`src/hdl/mcp_pkg.sv`:
```
// Package for the capture cell parser: result record, kind and error codes,
// stream constants and the header tag table. No dependencies.
`default_nettype none

package mcp_pkg;

    typedef logic [1:0] t_kind;
    typedef logic [1:0] t_err;

    localparam t_kind KIND_EVENT      = 2'd0;
    localparam t_kind KIND_NAME_BYTE  = 2'd1;
    localparam t_kind KIND_EMPTY_NAME = 2'd2;
    localparam t_kind KIND_ERROR      = 2'd3;

    localparam t_err ERR_HEADER  = 2'd0;
    localparam t_err ERR_META    = 2'd1;
    localparam t_err ERR_SYSTEM  = 2'd2;
    localparam t_err ERR_RUNNING = 2'd3;

    localparam logic [7:0] BYTE_TERM     = 8'h00;
    localparam logic [7:0] META_TYPE     = 8'hFF;
    localparam logic [7:0] META_NAME     = 8'h03;
    localparam logic [7:0] SYSTEM_BASE   = 8'hF0;
    localparam logic [3:0] PROG_NIBBLE   = 4'hC;
    localparam logic [3:0] PRESS_NIBBLE  = 4'hD;
    localparam logic [3:0] TAG_LENGTH    = 4'd8;
    localparam logic [3:0] TAG_POS_MAX   = 4'd15;

    typedef struct packed {
        t_kind       kind;
        logic [31:0] delta_time;
        logic [7:0]  track_id;
        logic [7:0]  status_byte;
        logic [7:0]  first_data;
        logic [7:0]  second_data;
        logic [1:0]  data_count;
        logic [7:0]  name_byte;
        logic        last_of_name;
        t_err        error_code;
    } t_result;

    function automatic logic [7:0] header_tag(input logic [2:0] idx);
        logic [7:0] ch;
        unique case (idx)
            3'd0:    ch = 8'h4D;
            3'd1:    ch = 8'h69;
            3'd2:    ch = 8'h64;
            3'd3:    ch = 8'h69;
            3'd4:    ch = 8'h53;
            3'd5:    ch = 8'h69;
            3'd6:    ch = 8'h6E;
            default: ch = 8'h6B;
        endcase
        return ch;
    endfunction

endpackage

`default_nettype wire

```
`src/hdl/mcp_byte_if.sv`:
```
// Input channel: one stream byte per item with valid/ready handshake.
// Depends on nothing.
`default_nettype none

interface mcp_byte_if;
    logic       valid;
    logic       ready;
    logic [7:0] stream_byte;

    modport source (output valid, output stream_byte, input ready);
    modport sink   (input valid, input stream_byte, output ready);
endinterface

`default_nettype wire

```
`src/hdl/mcp_result_if.sv`:
```
// Result channel: one parsed result per item with valid/ready handshake.
// Depends on mcp_pkg for the field types.
`default_nettype none

interface mcp_result_if;
    logic               valid;
    logic               ready;
    mcp_pkg::t_kind     kind;
    logic [31:0]        delta_time;
    logic [7:0]         track_id;
    logic [7:0]         status_byte;
    logic [7:0]         first_data;
    logic [7:0]         second_data;
    logic [1:0]         data_count;
    logic [7:0]         name_byte;
    logic               last_of_name;
    mcp_pkg::t_err      error_code;

    modport source (
        output valid, output kind, output delta_time, output track_id,
        output status_byte, output first_data, output second_data,
        output data_count, output name_byte, output last_of_name,
        output error_code, input ready
    );
    modport sink (
        input valid, input kind, input delta_time, input track_id,
        input status_byte, input first_data, input second_data,
        input data_count, input name_byte, input last_of_name,
        input error_code, output ready
    );
endinterface

`default_nettype wire

```
`src/hdl/mcp_parser.sv`:
```
// Parse state machine: header check, delta time, track, type, meta name
// and channel event bytes. Depends on mcp_pkg.
`default_nettype none

module mcp_parser (
    input  wire logic             i_clk,
    input  wire logic             i_rst_n,
    input  wire logic             i_cfg_we,
    input  wire logic             i_cfg_data,
    input  wire logic             i_accept,
    input  wire logic [7:0]       i_byte,
    output logic                  o_res_valid,
    output mcp_pkg::t_result      o_res
);
    import mcp_pkg::*;

    typedef enum logic [3:0] {
        PH_FRESH, PH_TAG, PH_STAMP, PH_DELTA, PH_TRACK, PH_TYPE, PH_META,
        PH_COUNT, PH_NAME, PH_DATA_A, PH_DATA_B, PH_DATA_ONLY, PH_STOP
    } t_phase;

    t_phase      r_phase,  n_phase, ph;
    logic        r_check_header;
    logic [31:0] r_acc,    n_acc;
    logic [7:0]  r_track,  n_track;
    logic [7:0]  r_status, n_status;
    logic [7:0]  r_first,  n_first;
    logic [31:0] r_remain, n_remain;
    logic [3:0]  r_tag_pos, n_tag_pos;
    logic        r_tag_bad, n_tag_bad;
    logic [31:0] count_next;
    logic [31:0] remain_dec;

    assign count_next = {r_remain[24:0], i_byte[6:0]};
    assign remain_dec = r_remain - 32'd1;

    always_comb begin
        n_phase     = r_phase;
        n_acc       = r_acc;
        n_track     = r_track;
        n_status    = r_status;
        n_first     = r_first;
        n_remain    = r_remain;
        n_tag_pos   = r_tag_pos;
        n_tag_bad   = r_tag_bad;
        o_res_valid = 1'b0;
        o_res       = '0;
        ph          = r_phase;
        if (ph == PH_FRESH) begin
            ph = r_check_header ? PH_TAG : PH_DELTA;
        end
        if (i_accept) begin
            n_phase = ph;
            unique case (ph)
                PH_TAG: begin
                    if (i_byte == BYTE_TERM) begin
                        if (r_tag_bad || r_tag_pos != TAG_LENGTH) begin
                            o_res_valid      = 1'b1;
                            o_res.kind       = KIND_ERROR;
                            o_res.error_code = ERR_HEADER;
                            n_phase          = PH_STOP;
                        end else begin
                            n_phase = PH_STAMP;
                        end
                    end else begin
                        if (r_tag_pos >= TAG_LENGTH ||
                            i_byte != header_tag(r_tag_pos[2:0])) begin
                            n_tag_bad = 1'b1;
                        end
                        if (r_tag_pos < TAG_POS_MAX) begin
                            n_tag_pos = r_tag_pos + 4'd1;
                        end
                    end
                end
                PH_STAMP: begin
                    if (i_byte == BYTE_TERM) begin
                        n_acc   = '0;
                        n_phase = PH_DELTA;
                    end
                end
                PH_DELTA: begin
                    n_acc = {r_acc[24:0], i_byte[6:0]};
                    if (!i_byte[7]) begin
                        n_phase = PH_TRACK;
                    end
                end
                PH_TRACK: begin
                    n_track = i_byte;
                    n_phase = PH_TYPE;
                end
                PH_TYPE: begin
                    if (i_byte == META_TYPE) begin
                        n_status = '0;
                        n_phase  = PH_META;
                    end else if (i_byte >= SYSTEM_BASE) begin
                        o_res_valid      = 1'b1;
                        o_res.kind       = KIND_ERROR;
                        o_res.error_code = ERR_SYSTEM;
                        n_phase          = PH_STOP;
                    end else if (!i_byte[7]) begin
                        o_res_valid      = 1'b1;
                        o_res.kind       = KIND_ERROR;
                        o_res.error_code = ERR_RUNNING;
                        n_phase          = PH_STOP;
                    end else begin
                        n_status = i_byte;
                        n_phase  = (i_byte[7:4] == PROG_NIBBLE ||
                                    i_byte[7:4] == PRESS_NIBBLE) ? PH_DATA_ONLY : PH_DATA_A;
                    end
                end
                PH_META: begin
                    if (i_byte != META_NAME) begin
                        o_res_valid      = 1'b1;
                        o_res.kind       = KIND_ERROR;
                        o_res.error_code = ERR_META;
                        n_phase          = PH_STOP;
                    end else begin
                        n_remain = '0;
                        n_phase  = PH_COUNT;
                    end
                end
                PH_COUNT: begin
                    n_remain = count_next;
                    if (!i_byte[7]) begin
                        if (count_next == '0) begin
                            o_res_valid      = 1'b1;
                            o_res.kind       = KIND_EMPTY_NAME;
                            o_res.delta_time = r_acc;
                            o_res.track_id   = r_track;
                            n_acc            = '0;
                            n_phase          = PH_DELTA;
                        end else begin
                            n_phase = PH_NAME;
                        end
                    end
                end
                PH_NAME: begin
                    o_res_valid      = 1'b1;
                    o_res.kind       = KIND_NAME_BYTE;
                    o_res.delta_time = r_acc;
                    o_res.track_id   = r_track;
                    o_res.name_byte  = i_byte;
                    n_remain         = remain_dec;
                    if (remain_dec == '0) begin
                        o_res.last_of_name = 1'b1;
                        n_acc              = '0;
                        n_phase            = PH_DELTA;
                    end
                end
                PH_DATA_A: begin
                    n_first = i_byte;
                    n_phase = PH_DATA_B;
                end
                PH_DATA_B: begin
                    o_res_valid       = 1'b1;
                    o_res.kind        = KIND_EVENT;
                    o_res.delta_time  = r_acc;
                    o_res.track_id    = r_track;
                    o_res.status_byte = r_status;
                    o_res.first_data  = r_first;
                    o_res.second_data = i_byte;
                    o_res.data_count  = 2'd2;
                    n_acc             = '0;
                    n_phase           = PH_DELTA;
                end
                PH_DATA_ONLY: begin
                    o_res_valid       = 1'b1;
                    o_res.kind        = KIND_EVENT;
                    o_res.delta_time  = r_acc;
                    o_res.track_id    = r_track;
                    o_res.status_byte = r_status;
                    o_res.first_data  = i_byte;
                    o_res.data_count  = 2'd1;
                    n_acc             = '0;
                    n_phase           = PH_DELTA;
                end
                default: begin
                    n_phase = r_phase;
                end
            endcase
        end
    end

    always_ff @(posedge i_clk) begin
        if (!i_rst_n) begin
            r_phase        <= PH_FRESH;
            r_check_header <= 1'b1;
            r_acc          <= '0;
            r_track        <= '0;
            r_status       <= '0;
            r_first        <= '0;
            r_remain       <= '0;
            r_tag_pos      <= '0;
            r_tag_bad      <= 1'b0;
        end else begin
            r_phase   <= n_phase;
            r_acc     <= n_acc;
            r_track   <= n_track;
            r_status  <= n_status;
            r_first   <= n_first;
            r_remain  <= n_remain;
            r_tag_pos <= n_tag_pos;
            r_tag_bad <= n_tag_bad;
            if (i_cfg_we) begin
                r_check_header <= i_cfg_data;
            end
        end
    end

endmodule

`default_nettype wire

```
`src/hdl/mcp_out_skid.sv`:
```
// Result register with a skid stage so the parser keeps taking items
// while a result waits downstream. Depends on mcp_pkg.
`default_nettype none

module mcp_out_skid (
    input  wire logic              i_clk,
    input  wire logic              i_rst_n,
    input  wire logic              i_push,
    input  wire mcp_pkg::t_result  i_data,
    output logic                   o_ready,
    output logic                   o_valid,
    output mcp_pkg::t_result       o_data,
    input  wire logic              i_take_ready
);
    import mcp_pkg::*;

    logic    r_out_valid;
    t_result r_out;
    logic    r_skid_valid;
    t_result r_skid;
    logic    take;

    assign take    = r_out_valid & i_take_ready;
    assign o_ready = ~r_skid_valid;
    assign o_valid = r_out_valid;
    assign o_data  = r_out;

    always_ff @(posedge i_clk) begin
        if (!i_rst_n) begin
            r_out_valid  <= 1'b0;
            r_skid_valid <= 1'b0;
        end else if (!r_out_valid || take) begin
            if (r_skid_valid) begin
                r_out_valid  <= 1'b1;
                r_skid_valid <= 1'b0;
            end else begin
                r_out_valid <= i_push;
            end
        end else if (i_push) begin
            r_skid_valid <= 1'b1;
        end
    end

    always_ff @(posedge i_clk) begin
        if (!r_out_valid || take) begin
            r_out <= r_skid_valid ? r_skid : i_data;
        end else if (i_push) begin
            r_skid <= i_data;
        end
    end

endmodule

`default_nettype wire

```
`src/hdl/midi_capture_cell_parser.sv`:
```
// Capture cell parser top: byte channel in, result channel out.
// A finished result is registered in the output register, or in the skid entry while the output is held.
// Throughput: one byte per cycle; the two-entry result stage stalls input
// only when both entries hold results the sink has not taken.
// Reset: synchronous active low; clears parse state, check_header to 1.
// Depends on mcp_pkg, mcp_byte_if, mcp_result_if, mcp_parser, mcp_out_skid.
`default_nettype none

module midi_capture_cell_parser (
    input  wire logic   i_clk,
    input  wire logic   i_rst_n,
    input  wire logic   i_cfg_we,
    input  wire logic   i_cfg_data,
    mcp_byte_if.sink    i_in,
    mcp_result_if.source o_out
);
    import mcp_pkg::*;

    logic    accept;
    logic    in_ready;
    logic    res_valid;
    t_result res;
    logic    out_valid;
    t_result out_data;

    assign i_in.ready = in_ready;
    assign accept     = i_in.valid & in_ready;

    mcp_parser u_parser (
        .i_clk       (i_clk),
        .i_rst_n     (i_rst_n),
        .i_cfg_we    (i_cfg_we),
        .i_cfg_data  (i_cfg_data),
        .i_accept    (accept),
        .i_byte      (i_in.stream_byte),
        .o_res_valid (res_valid),
        .o_res       (res)
    );

    mcp_out_skid u_out (
        .i_clk        (i_clk),
        .i_rst_n      (i_rst_n),
        .i_push       (res_valid),
        .i_data       (res),
        .o_ready      (in_ready),
        .o_valid      (out_valid),
        .o_data       (out_data),
        .i_take_ready (o_out.ready)
    );

    assign o_out.valid        = out_valid;
    assign o_out.kind         = out_data.kind;
    assign o_out.delta_time   = out_data.delta_time;
    assign o_out.track_id     = out_data.track_id;
    assign o_out.status_byte  = out_data.status_byte;
    assign o_out.first_data   = out_data.first_data;
    assign o_out.second_data  = out_data.second_data;
    assign o_out.data_count   = out_data.data_count;
    assign o_out.name_byte    = out_data.name_byte;
    assign o_out.last_of_name = out_data.last_of_name;
    assign o_out.error_code   = out_data.error_code;

endmodule

`default_nettype wire
```
`src/flat_wrapper.sv`:
```
// flat-port wrapper written by rule: the top's interface ports become plain ports
module midi_capture_cell_parser_flat import mcp_pkg::*;
  (i_clk, i_rst_n, i_cfg_we, i_cfg_data, i_in_valid, i_in_stream_byte, i_in_ready, o_out_valid, o_out_kind, o_out_delta_time, o_out_track_id, o_out_status_byte, o_out_first_data, o_out_second_data, o_out_data_count, o_out_name_byte, o_out_last_of_name, o_out_error_code, o_out_ready);
  mcp_byte_if i_in_i ();
  mcp_result_if o_out_i ();
  input  wire logic i_clk;
  input  wire logic i_rst_n;
  input  wire logic i_cfg_we;
  input  wire logic i_cfg_data;
  input wire logic [$bits(i_in_i.valid)-1:0] i_in_valid;
  input wire logic [$bits(i_in_i.stream_byte)-1:0] i_in_stream_byte;
  output wire logic [$bits(i_in_i.ready)-1:0] i_in_ready;
  output wire logic [$bits(o_out_i.valid)-1:0] o_out_valid;
  output wire logic [$bits(o_out_i.kind)-1:0] o_out_kind;
  output wire logic [$bits(o_out_i.delta_time)-1:0] o_out_delta_time;
  output wire logic [$bits(o_out_i.track_id)-1:0] o_out_track_id;
  output wire logic [$bits(o_out_i.status_byte)-1:0] o_out_status_byte;
  output wire logic [$bits(o_out_i.first_data)-1:0] o_out_first_data;
  output wire logic [$bits(o_out_i.second_data)-1:0] o_out_second_data;
  output wire logic [$bits(o_out_i.data_count)-1:0] o_out_data_count;
  output wire logic [$bits(o_out_i.name_byte)-1:0] o_out_name_byte;
  output wire logic [$bits(o_out_i.last_of_name)-1:0] o_out_last_of_name;
  output wire logic [$bits(o_out_i.error_code)-1:0] o_out_error_code;
  input wire logic [$bits(o_out_i.ready)-1:0] o_out_ready;
  assign i_in_i.valid = i_in_valid;
  assign i_in_i.stream_byte = i_in_stream_byte;
  assign i_in_ready = i_in_i.ready;
  assign o_out_valid = o_out_i.valid;
  assign o_out_kind = o_out_i.kind;
  assign o_out_delta_time = o_out_i.delta_time;
  assign o_out_track_id = o_out_i.track_id;
  assign o_out_status_byte = o_out_i.status_byte;
  assign o_out_first_data = o_out_i.first_data;
  assign o_out_second_data = o_out_i.second_data;
  assign o_out_data_count = o_out_i.data_count;
  assign o_out_name_byte = o_out_i.name_byte;
  assign o_out_last_of_name = o_out_i.last_of_name;
  assign o_out_error_code = o_out_i.error_code;
  assign o_out_i.ready = o_out_ready;
  midi_capture_cell_parser u_core (.i_clk(i_clk), .i_rst_n(i_rst_n), .i_cfg_we(i_cfg_we), .i_cfg_data(i_cfg_data), .i_in(i_in_i), .o_out(o_out_i));
endmodule
```
`config.mk`:
```
export PLATFORM = sky130hd
export DESIGN_NAME = midi_capture_cell_parser_flat
export DESIGN_NICKNAME = d
export VERILOG_FILES = /design/src/hdl/mcp_pkg.sv /design/src/hdl/mcp_byte_if.sv /design/src/hdl/mcp_result_if.sv /design/src/hdl/mcp_parser.sv /design/src/hdl/mcp_out_skid.sv /design/src/hdl/midi_capture_cell_parser.sv /design/src/flat_wrapper.sv
export SDC_FILE = /design/constraint.sdc
export NUM_CORES = 1
export LEC_CHECK = 0
export BUFFER_PORTS_ARGS = -buffer_cell sky130_fd_sc_hd__buf_4
export CORE_MARGIN = 5
export CORE_UTILIZATION = 54
export CTS_CLUSTER_DIAMETER = 60
export DETAILED_ROUTE_END_ITERATION = 10
export GPL_TIMING_DRIVEN = 0
export HOLD_SLACK_MARGIN = 0.02
export PLACE_DENSITY = 0.76
export SETUP_SLACK_MARGIN = 0.02
export SLEW_MARGIN = 40
export SYNTH_ARGS = -nofsm -noshare
export SYNTH_HDL_FRONTEND = slang
export SYNTH_SLANG_ARGS = --single-unit
```
`constraint.sdc`:
```
create_clock -name i_clk -period 6.25 [get_ports i_clk]
set_clock_uncertainty 0.1 [all_clocks]
set_input_delay 0.625 -clock i_clk [delete_from_list [all_inputs] [get_ports i_clk]]
set_output_delay 0.625 -clock i_clk [all_outputs]
set_load 0.02 [all_outputs]
```
# ---- Yosys cells after proc, flatten, opt, wreduce, memory -nomap -nowiden
# Index checks and enable logic that the tools add are counted.
dict set report totals {
  in_bits 14
  reg_bits 258
  mem_bits_ro 0
  ramBits 0
  elab_cells 159
  latch_bits 0
  n_memories 0
}
dict set report classes {
  n_reduce_logical 27
  n_mux 61
  n_lt_le_gt_ge 3
  n_shift 0
  div_mod_pow 0
  eq_ne 29
  n_mul 0
  n_bitwise 6
  add_sub_neg 2
}
# cell n
set ops {}
lappend ops {{$mux 32} 5}
lappend ops {{$pmux 32 s5} 1}
lappend ops {{$mux 79} 2}
lappend ops {{$pmux 32 s3} 1}
lappend ops {{$mux 42} 2}
lappend ops {{$pmux 40 s2} 1}
lappend ops {{$logic_not 32->1} 2}
lappend ops {{$mux 8} 7}
lappend ops {{$mux 4} 10}
lappend ops {{$pmux 4 s10} 1}
lappend ops {{$pmux 16 s2} 1}
lappend ops {{$sub 32x1->32 const B} 1}
lappend ops {{$pmux 6 s5} 1}
lappend ops {{$eq 4x4->1 const B} 6}
lappend ops {{$mux 2} 10}
lappend ops {{$eq 4x3->1 const B} 4}
lappend ops {{$mux 1} 12}
lappend ops {{$ne 2x2->1 const B} 6}
lappend ops {{$reduce_and 4->1} 3}
lappend ops {{$pmux 2 s5} 1}
lappend ops {{$reduce_bool 10->1} 1}
lappend ops {{$eq 3x3->1 const B} 3}
lappend ops {{$mux 9} 1}
lappend ops {{$eq 4x2->1 const B} 2}
lappend ops {{other kinds (29)} 44}

# ---- Logic depth before layout (Yosys ltp)
# Gate-level depths: netlist of the first run.
dict set report logic_depth {
  depth_word 9
  depth_mapped 10
  depth_no_buf 9
}

# ---- Cells and area by module
# A second synthesis of the first run with hierarchy kept.
dict set report hier_totals {
  cells_unflattened 1063
  hier_area_um2 12472.0
}
# mod instances cells_each seq_area_each_um2 area_per_inst_um2
set by_module_without_submodules {}
lappend by_module_without_submodules {mcp_parser 1 807 1961.9 6283.5}
lappend by_module_without_submodules {mcp_out_skid 1 255 4784.6 6182.2}
lappend by_module_without_submodules {midi_capture_cell_parser 1 1 0.0 6.3}

# ---- Least setup slack after synthesis of the first run
# Ideal clock, no wire load.
dict set report synth_path {
  path_type {input -> register}
  from {in o_out_ready}
  to {reg u_core.u_out.r_skid[0] (netlist name) (enable)}
  arrival_time_ns 6.254
  stages 2
  path_slack_ns -0.628
  path_buffers 0
  cell_sequence {nand2b_1 nor2b_1}
}
dict set report synth_via {
  elab_chain_len 4
}
# item line_no
set synth_lines {}
lappend synth_lines {{start: declaration} flat_wrapper.sv:24} ;# input wire logic [$bits(o_out_i.ready)-1:0] o_out_ready;
lappend synth_lines {{$and 1x1->1} mcp_out_skid.sv:23} ;# assign take = r_out_valid & i_take_ready;
lappend synth_lines {{$logic_or 1x1->1} mcp_out_skid.sv:45} ;# if (!r_out_valid || take) begin
lappend synth_lines {{$not 1->1 (no line)} --}
lappend synth_lines {{$reduce_and 2->1 (no line)} --}
lappend synth_lines {{end signal: assignment} mcp_out_skid.sv:48} ;# r_skid <= i_data;
lappend synth_lines {{end: declaration} mcp_out_skid.sv:20} ;# t_result r_skid;
# Every way passes these cells.
# A chain may end at the register's enable or synchronous reset.

# ---- Worst setup path after layout of the first run
dict set report layout_path {
  from {reg u_core.u_parser.r_remain[3]}
  to {reg u_core.u_out.r_skid[54] (netlist name) (enable)}
}
dict set report layout_via {
  elab_chain_len 6
}
# item line_no
set layout_lines {}
lappend layout_lines {{start: declaration} mcp_parser.sv:28} ;# logic [31:0] r_remain, n_remain;
lappend layout_lines {{start signal: assignment} mcp_parser.sv:201} ;# r_remain <= n_remain;
lappend layout_lines {{$logic_not 32->1} mcp_parser.sv:125} ;# if (count_next == '0) begin
lappend layout_lines {{$mux 1} mcp_parser.sv:125}
lappend layout_lines {{$mux 1} mcp_parser.sv:124} ;# if (!i_byte[7]) begin
lappend layout_lines {{$pmux 1 s5} mcp_parser.sv:54} ;# unique case (ph)
lappend layout_lines {{$mux 1} mcp_parser.sv:52} ;# if (i_accept) begin
lappend layout_lines {{$reduce_and 2->1 (no line)} --}
# Every way passes these cells.

==> impl_metrics.csv, run 1 <==
group,metric,value,unit
logic_synthesis,syn_nets,1034,
global_route,grt_overflow,0,
clock_tree,htree_levels,1,
logic_synthesis,synth_ff_type,"edfxtp_1",
sta,rsz0062_at_grt,"no",
job,max_cap_violations,0,
placed_design,hpwlAfterDp,19400,µm
final_layout,fin_nets,1162,
floorplanning,dieArea,24200,µm²
logic_synthesis,async_reset_ff_frac,0,
placed_design,place_ws,2.27,ns
sta,timing.final.crit_period,4.13,ns
final_layout,fin_area,13400,µm²
power_and_ir_drop,ir_drop,0.212,mV
setup_path,crit_path_end_kind,"flip-flop",
placed_design,gp_congestion,0.956,
logic_synthesis,syn_avg_cell_area,11.3,µm²
floorplanning,io_pins,95,
route,drt_pass1_iterations,5,
route,avgViaCountPerCell,6.04,
sta,hold_violations,0,
logic_synthesis,yosysWarnings,0,
sta,fin_crit_sh,0.661,
floorplanning,die_y,155,µm
clock_tree,cts_buffer_depth,3,
placed_design,placed_area,12600,µm²
setup_path,worstSetupStartpointType,"flip-flop",
power_and_ir_drop,p_leak,5.85,nW
power_and_ir_drop,p_per_area,292,nW/µm²
sta,slew_headroom,0.425,
route,antenna_left,0,
logic_synthesis,synth_edf_count,158,
global_route,grt_pass1_wl,45900,µm
clock_tree,numCtsBuffers,27,
logic_synthesis,seq_area_frac_synth,0.590,
logic_synthesis,syn_area,11400,µm²
setup_path,worstPathArrival,4.25,ns
sta,worst_slew_pin_slew,0.863,ns
floorplanning,core_area,21000,µm²
setup_path,criticalPathCategory,"flip-flop to flip-flop",
route,wl_per_cell,20.1,µm
setup_path,max_stage_delay,0.64,ns
logic_synthesis,syn-instance-count,1014,
clock_tree,cts_root_buf,"clkbuf_16",
setup_path,cp_cell_sequence,"clkbuf_1 -> nor3_2 -> nand2_1 -> clkbuf_1 -> nor3_1 -> nand3_1 -> a32oi_1 -> nor2b_4 -> buf_8 -> buf_8",
clock_tree,clock_latency,0.53,ns
setup_path,worst-r2r-setup-slack,2.12,ns
run_status,outcome,"finished, final reports clean",
logic_synthesis,ys_types,73,
global_route,antenna_found_initial,1,
clock_tree,path_clk_slew,0.06,ns
sta,whs,0.218,ns
global_route,gr-usage-all-layers,0.236,
setup_path,crit_fanout,17,
final_layout,area_growth_syn_to_layout,17.6,%
clock_tree,clkSinkCount,258,
sta,max_freq,242,MHz
clock_tree,cts_tree,"built",
placed_design,portBuffers,94,
setup_path,required,6.37,ns
route,drc,0,
route,wl,28900,µm
clock_tree,hold_buffers,0,
final_layout,drive_above_1_share,0.156,
placed_design,placed_cells,1388,
sta,finalSetupViolCount,0,
sta,slew_violations,0,
sta,fin_ws,2.12,ns
floorplanning,dieWidth,155,µm
floorplanning,rows,53,
final_layout,fin_cells,1437,
clock_tree,cts_setup_buffers,0,
route,drt-initial-drc-count,781,
hold_path,worstHoldPathType,"primary input to flip-flop",
clock_tree,cts-resized-gates,0,
route,vias,8683,
global_route,grt_pass1_vias,8488,
floorplanning,initial_core_util,0.545,
setup_path,crit_slowest_cell,"nor3_1",
logic_synthesis,ys_seq_elements,258,
global_route,grt_max_degree,46,
## path summary, 6_finish.rpt
path	from	to	depth (start not counted)
min reg2reg	u_core.u_parser.r_tag_bad	u_core.u_parser.r_tag_bad	1
min	i_cfg_we	u_core.u_parser.r_check_header	2
max	u_core.u_parser.r_remain[3]	u_core.u_out.r_skid[54]	10
max reg2reg	u_core.u_parser.r_remain[3]	u_core.u_out.r_skid[54]	10
## where the power goes
| group | total [mW] | internal (mW) | switching (mW) |
|---|---|---|---|
| clock | 1.53 | 0.891 | 0.638 |
| combinational | 0.544 | 0.188 | 0.356 |
| sequential | 1.85 | 1.82 | 0.0262 |
| total | 3.92 | 2.90 | 1.02 |
## synthesized netlist by cell type (all sizes together) (7+ instances only)
library cell	instances	area, µm²
buf	8	62.6
nor2	85	319
xor2	10	95.1
mux2i	15	150
a221oi	11	96.3
edfxtp	158	4740
or3	7	45.1
and3	13	87.6
and2	63	394
xnor2	7	61.3
a21o	72	541
a22o	40	350
nand3	21	110
nand2	50	188
a21oi	63	319
nor4	14	113
clkbuf	68	345
inv	20	75.1
nor3	40	221
o21ai	39	195
a22oi	15	118
nand2b	7	43.8
dfxtp	100	2000
## final cells by class
cell class                      instances  area [µm²]
Antenna cell                            1        2.50
Buffer                                 77         418
Clock buffer                           37         763
Clock inverter                         11        85.1
Fill cell                            1653        7510
Inverter                               20        75.1
Multi-Input combinational cell        659        4210
Sequential cell                       258        6750
Tap cell                              275         344
Timing Repair Buffer                   99         798
## cells in the final DEF (no fill, tap or decap), types with 4 or more instances in the layout
master and count:
o21a_1 5, clkbuf_1 63, and3_1 11, nor4_1 10, ha_1 6, or3_1 6
nand3_1 20, or4_1 5, a32oi_1 4, nor3_1 36, buf_4 94, dfxtp_1 100
a22o_1 40, inv_1 20, a31oi_1 6, o31ai_1 6, xnor2_1 7, nand2b_1 6
xor2_1 9, clkinv_2 4, nand2_1 50, nor4_2 4, clkbuf_16 27, a22oi_1 14
edfxtp_1 158, buf_6 4, clkbuf_8 14, a221oi_1 11, o21ai_0 39, a211oi_1 5
a21o_1 72, mux2i_1 15, a21oi_1 62, nor2b_1 5, and2_1 62, nor2_1 85
## registers in the layout, summed over array words and instances, names as in the netlist
register and count:
u_core.u_out.o_data 79, u_core.u_parser.r_status 8, u_core.u_parser.r_first 8, u_core.u_parser.r_check_header 1
u_core.u_out.r_skid_valid 1, u_core.u_parser.r_track 8, u_core.u_parser.r_tag_bad 1, u_core.u_parser.r_phase 4
u_core.u_parser.r_remain 32, u_core.u_out.r_skid 79, u_core.u_out.o_valid 1, u_core.u_parser.r_tag_pos 4
u_core.u_parser.r_acc 32
## through the flow
step / TNS [ns] / power (mW) / utilization
final: 0 / 3.92 / 0.642
after global routing: 0 / 4.07 / 0.642
after CTS: 0 / 3.93 / 0.641
after detailed placement: 0 / 2.41 / 0.601
after global placement: -158.35 / 2.41 / 0.596
after floorplan: 0 / 2.26 / -
## critical path: cells and delay by family, from the launching register on
kind,cells,cell delay [ns]
compound gates,1,0.39
buf+inv,4,0.94
flops,1,0.30
simple gates,5,2.07
## per-layer routing
metal	wire length [µm]	GRT usage	up-vias
li1	-	-	4021
met1	12400	0.330	4210
met2	13200	0.370	383
met3	2420	0.0512	69
met4	864	0.0738	0
met5	0	0	-
## cells by family (layout without fill, tap and decap cells)
kind of cell	count (synthesis)	count (layout)	synth area share
simple gates	332	332	0.156
compound gates	289	289	0.177
flops	258	258	0.590
buf+inv	97	244	0.0430
xor+xnor	17	17	0.0137
mux	15	15	0.0131
fa+ha+maj	6	6	0.00657
other cells	0	1	0
(Power assumes the default switching activity.)
==> run 2: changes to the inputs <==
Clock period 6.25 ns to 3.5 ns, I/O delays scaled along.
==> run 2 against run 1 <==
Compared with the run above:
- flip-flop and latch count unchanged
- count of clock-buffer cells in the layout is the same
- sequential power rose by 78%
- routed wire length is 0.94% higher
- combinational power up 83%
- worst setup slack got worse by 2.0 ns
- hold slack worse by 0.054 ns
- non-clock buffer count grew 3
==> impl_metrics.csv, run 2 (synthesis gave the netlist of run 1 again) <==
group,metric,value,unit
setup_path,worstPathArrival,3.53,ns
sta,slew_violations,0,
power_and_ir_drop,pwr-share-comb,0.136,
sta,fin_crit_sh,0.963,
setup_path,critPathMostFrequentCell,"buf_16",
route,wl,29200,µm
sta,max_freq,297,MHz
placed_design,placed_cells,1389,
final_layout,layout_commonest_cell,"edfxtp_1",
setup_path,max_stage_delay,0.32,ns
power_and_ir_drop,p_leak,5.97,nW
global_route,grt_pass1_vias,8436,
sta,hold_violations,0,
clock_tree,clock_latency,0.56,ns
sta,worst_slew_pin_slew,0.850,ns
placed_design,portBuffers,94,
route,wl_per_cell,20.2,µm
power_and_ir_drop,p_int,5.41,mW
job,max_cap_violations,0,
run_status,outcome,"finished, final reports clean",
setup_path,required,3.66,ns
global_route,grt_max_degree,45,
global_route,gr-usage-all-layers,0.239,
setup_path,criticalPathCategory,"flip-flop to flip-flop",
power_and_ir_drop,finalPower,7.33,mW
route,antenna_left,0,
power_and_ir_drop,ir_drop,0.406,mV
hold_path,worstHoldPathType,"primary input to flip-flop",
floorplanning,core_area,21000,µm²
global_route,use_met3,0.0448,
power_and_ir_drop,sw_frac_of_total,0.261,
setup_path,crit_slowest_cell,"nor3_2",
global_route,antenna_found_initial,1,
sta,whs,0.164,ns
global_route,met2_usage,0.374,
final_layout,final_cell_mix,"edfxtp_1, dfxtp_1, buf_4, nor2_1, a21o_1",
final_layout,fin_nets,1166,
sta,timing.final.crit_period,3.37,ns
power_and_ir_drop,power.share.sequential,0.451,
final_layout,drive_above_1_share,0.164,
setup_path,crit_path_end_kind,"flip-flop",
floorplanning,die_y,155,µm
setup_path,worstSetupStartpointType,"flip-flop",
global_route,grt_overflow,0,
setup_path,cp_num_buf_inv,5,
clock_tree,cts_root_buf,"clkbuf_16",
setup_path,crit_fanout,18,
floorplanning,rows,53,
route,drc,0,
route,avgViaCountPerCell,6.01,
global_route,grt_pass1_wl,46300,µm
floorplanning,dieArea,24200,µm²
setup_path,crit_family,"simple AND/OR/NAND/NOR gates",
clock_tree,htree_levels,1,
power_and_ir_drop,power_frac_clock,0.414,
floorplanning,dieWidth,155,µm
sta,setup_tns,0,ns
clock_tree,cts_buffer_depth,3,
floorplanning,io_pins,95,
global_route,top_usage_layer,"met2",
sta,rsz0062_at_grt,"yes",
power_and_ir_drop,p_per_area,535,nW/µm²
route,drt_pass1_iterations,5,
clock_tree,cts_tree,"built",
global_route,met1_usage,0.342,
clock_tree,clkSinkCount,258,
final_layout,fin_cells,1444,
route,vias,8684,
placed_design,gp_congestion,0.968,
route,drt-initial-drc-count,776,
sta,finalSetupViolCount,0,
setup_path,cp_cell_sequence,"clkbuf_1 -> nor3_2 -> nand2_1 -> buf_2 -> nor3_4 -> nand3_2 -> a32oi_2 -> nor2b_4 -> buf_16 -> buf_16 -> buf_8",
sta,slew_headroom,0.429,
clock_tree,numCtsBuffers,28,
floorplanning,initial_core_util,0.545,
clock_tree,path_clk_slew,0.06,ns
power_and_ir_drop,p_sw,1.91,mW
final_layout,area_growth_syn_to_layout,19.7,%
placed_design,hpwlAfterDp,19500,µm
## run 2: layout make-up
| cell class | instances | area [µm²] |
|---|---|---|
| Tap cell | 275 | 344 |
| Multi-Input combinational cell | 659 | 4270 |
| Fill cell | 1674 | 7270 |
| Inverter | 20 | 75.1 |
| Clock inverter | 15 | 188 |
| Antenna cell | 1 | 2.50 |
| Sequential cell | 258 | 6750 |
| Timing Repair Buffer | 102 | 858 |
| Buffer | 77 | 418 |
| Clock buffer | 37 | 785 |
## run 2: worst min-delay path: cells and delay by family
| family | cells | cell delay, ns |
|---|---|---|
| AOI/OAI and AO/OA | 1 | 0.15 |
| buffers and inverters | 2 | 0.28 |
## run 2: path summary, 6_finish.rpt
path	start	cells past startpoint	to	slack [ns]
min	i_in_stream_byte[3]	3	u_core.u_parser.r_acc[3]	0.16
max reg2reg	u_core.u_parser.r_remain[2]	11	u_core.u_out.r_skid[33]	0.13
min reg2reg	u_core.u_parser.r_acc[28]	1	u_core.u_parser.r_acc[28]	0.37
max	u_core.u_parser.r_remain[2]	11	u_core.u_out.r_skid[33]	0.13
## run 2: per-layer routing
metal | vias to the layer above | part of all wire
met3 | 55 | 0.084
met1 | 4213 | 0.43
met4 | 0 | 0.025
met2 | 371 | 0.46
li1 | 4045 | -
met5 | - | 0
## run 2: power groups by stage
stage                     sequential, mW  clock (mW)  combinational, mW
after floorplan                     3.39           0              0.650
after global placement              3.36           0              0.942
after detailed placement            3.36           0              0.950
after CTS                           3.30        3.09              0.964
after global routing                3.31        3.23               1.07
final                               3.30        3.03              0.993
## run 2: timing repair
action,CTS,global route
buffers inserted,0,0
resized for setup,2,6
pin swaps,0,0
hold buffers,2,0
hold endpoints to repair,1,0
endpoints found under the setup margin,16,59
## run 2: through the flow
step	cell area [µm²]	setup WS, ns	utilization
2_1_floorplan	11500	0.0235	-
3_3_place_gp	12500	-1.17	0.597
3_5_place_dp	12600	-0.135	0.603
4_1_cts	13600	0.0679	0.651
5_1_grt	13700	-0.000611	0.653
6_report	13700	0.129	0.653
==> run 3: changes to the inputs <==
Settings changed: GPL_TIMING_DRIVEN 0 to default, MAX_ROUTING_LAYER from default to met4.
==> run 3 against run 2 <==
Compared with the run above:
- hold slack worse by 0.090 ns
- sequential share of layout area up 1.5 points
- total power down 3.4%
- clock power down 6%
- maximum frequency up 12%
- combinational power down 6.8%
- largest cell class unchanged
- non-clock buffer count down 51
- routed wire length down 14%
- critical endpoint unchanged
==> impl_metrics.csv, run 3 (synthesis gave the netlist of run 1 again) <==
group,metric,value,unit
setup_path,crit_fanout,79,
route,drt-initial-drc-count,709,
run_status,outcome,"finished, final reports clean",
floorplanning,core_area,21000,µm²
floorplanning,io_pins,95,
global_route,grt_pass1_vias,7825,
clock_tree,cts_tree,"built",
sta,fin_ws,0.489,ns
setup_path,worst-r2r-setup-slack,0.49,ns
sta,slew_headroom,0.551,
setup_path,max_stage_delay,0.57,ns
clock_tree,cts_buffer_depth,3,
setup_path,crit_family,"simple AND/OR/NAND/NOR gates",
clock_tree,htree_levels,1,
setup_path,cp-endpoint,"u_core.u_out.r_skid[33]",
final_layout,diodes,0,
final_layout,fin_area,13300,µm²
floorplanning,die_y,155,µm
setup_path,crit_slowest_cell,"nor3_1",
clock_tree,cts_setup_buffers,0,
sta,rsz0062_at_grt,"no",
floorplanning,dieWidth,155,µm
clock_tree,clkSinkCount,258,
power_and_ir_drop,ir_drop,0.295,mV
route,avgViaCountPerCell,5.89,
setup_path,worstRegToRegCells,7,
final_layout,final_cell_mix,"edfxtp_1, buf_4, dfxtp_1, nor2_1, a21o_1",
setup_path,crit_path_end_kind,"flip-flop",
setup_path,worstSetupStartpointType,"flip-flop",
final_layout,layout_commonest_cell,"edfxtp_1",
sta,finalSetupViolCount,0,
global_route,grt_overflow,0,
hold_path,worstHoldPathType,"primary input to flip-flop",
setup_path,criticalPathCategory,"flip-flop to flip-flop",
route,antenna_left,0,
setup_path,setup.worst_path.start,"u_core.u_parser.r_phase[1]",
sta,hold_violations,0,
floorplanning,initial_core_util,0.545,
sta,whs,0.0739,ns
placed_design,place_ws,0.402,ns
setup_path,worstPathArrival,3.09,ns
placed_design,gp_congestion,0.939,
global_route,antenna_found_initial,0,
route,drt_pass1_iterations,5,
final_layout,n_fill_cell,1647,
setup_path,cp_num_cells,7,
sta,worst_slew_pin_slew,0.674,ns
final_layout,drive_above_1_share,0.181,
global_route,gr-usage-all-layers,0.212,
final_layout,area_growth_syn_to_layout,16.1,%
sta,setup_tns,0,ns
final_layout,final_util,0.633,
clock_tree,numCtsBuffers,26,
sta,timing.final.crit_period,3.01,ns
clock_tree,cts-resized-gates,0,
placed_design,portBuffers,94,
clock_tree,path_clk_slew,0.06,ns
placed_design,placed_area,12400,µm²
floorplanning,dieArea,24200,µm²
setup_path,r2r_end,"u_core.u_out.r_skid[33]",
placed_design,hpwlAfterDp,16300,µm
power_and_ir_drop,p_per_area,533,nW/µm²
job,max_cap_violations,0,
global_route,grt_pass1_wl,41000,µm
global_route,grt_max_degree,80,
setup_path,regToRegStartpoint,"u_core.u_parser.r_phase[1]",
sta,fin_crit_sh,0.860,
route,wl_per_cell,18.1,µm
power_and_ir_drop,p_leak,5.84,nW
clock_tree,cts_root_buf,"clkbuf_16",
route,wl,25100,µm
final_layout,fin_nets,1113,
clock_tree,clock_latency,0.53,ns
setup_path,required,3.58,ns
setup_path,cp_cell_sequence,"nor3_1 -> o21a_1 -> nand3_1 -> and3_1 -> a32oi_1 -> nor2b_4 -> buf_12",
route,vias,8173,
setup_path,cp_num_buf_inv,1,
sta,max_freq,332,MHz
sta,slew_violations,0,
floorplanning,rows,53,
route,drc,0,
## run 3: layout make-up
cell class | instances | area (µm²) | share of cell area
clock buffer | 35 | 777 | 0.0585
clock inverter | 13 | 123 | 0.00924
inverter | 20 | 75.1 | 0.00566
multi-input combinational | 659 | 4230 | 0.319
sequential | 258 | 6750 | 0.508
tap | 275 | 344 | 0.0259
timing repair buffer | 128 | 978 | 0.0737
## run 3: worst reg2reg max path, stage by stage (launching register included)
cell and delay, ns:
dfxtp_1 0.46, nor3_1 0.57, o21a_1 0.36, nand3_1 0.12, and3_1 0.20, a32oi_1 0.23
nor2b_4 0.20, buf_12 0.36
## run 3: where the power goes
group          switching [mW]  leakage, nW  internal, mW  total (mW)
Combinational           0.579         2.91         0.346       0.925
Clock                    1.13        0.455          1.71        2.84
Sequential             0.0633         2.48          3.25        3.32
## run 3: how the worst min path moves through the flow
stage	from	endpoint	slack, ns	depth (start not counted)
3_5_place_dp	u_core.u_parser.r_tag_bad	u_core.u_parser.r_tag_bad	0.35	1
5_1_grt	i_rst_n	u_core.u_parser.r_tag_bad	0.07	2
2_1_floorplan	u_core.u_parser.r_tag_bad	u_core.u_parser.r_tag_bad	0.33	1
3_3_place_gp	u_core.u_parser.r_tag_bad	u_core.u_parser.r_tag_bad	0.34	1
6_report	i_rst_n	u_core.u_parser.r_tag_bad	0.07	2
4_1_cts	i_rst_n	u_core.u_parser.r_tag_bad	0.05	2
## run 3: layer usage
metal | up-vias | part of all wire | global-route usage | wire [µm]
met4 | 0 | 0.020 | 0.0559 | 514
met1 | 3914 | 0.45 | 0.300 | 11300
met5 | - | 0 | - | 0
li1 | 3919 | - | - | -
met3 | 50 | 0.074 | 0.0295 | 1860
met2 | 290 | 0.46 | 0.324 | 11500
## run 3: what timing repair did
action                                  4_1_cts  5_1_grt
hold buffers                                  2        0
endpoints found under the setup margin        0        0
endpoints found under the hold margin         1        0
## run 3: metrics by stage
stage          instances  power [mW]
6_report            1388        7.08
5_1_grt             1388        7.37
4_1_cts             1388        7.12
3_5_place_dp        1338        4.29
3_3_place_gp        1338        4.28
2_1_floorplan       1014        4.04
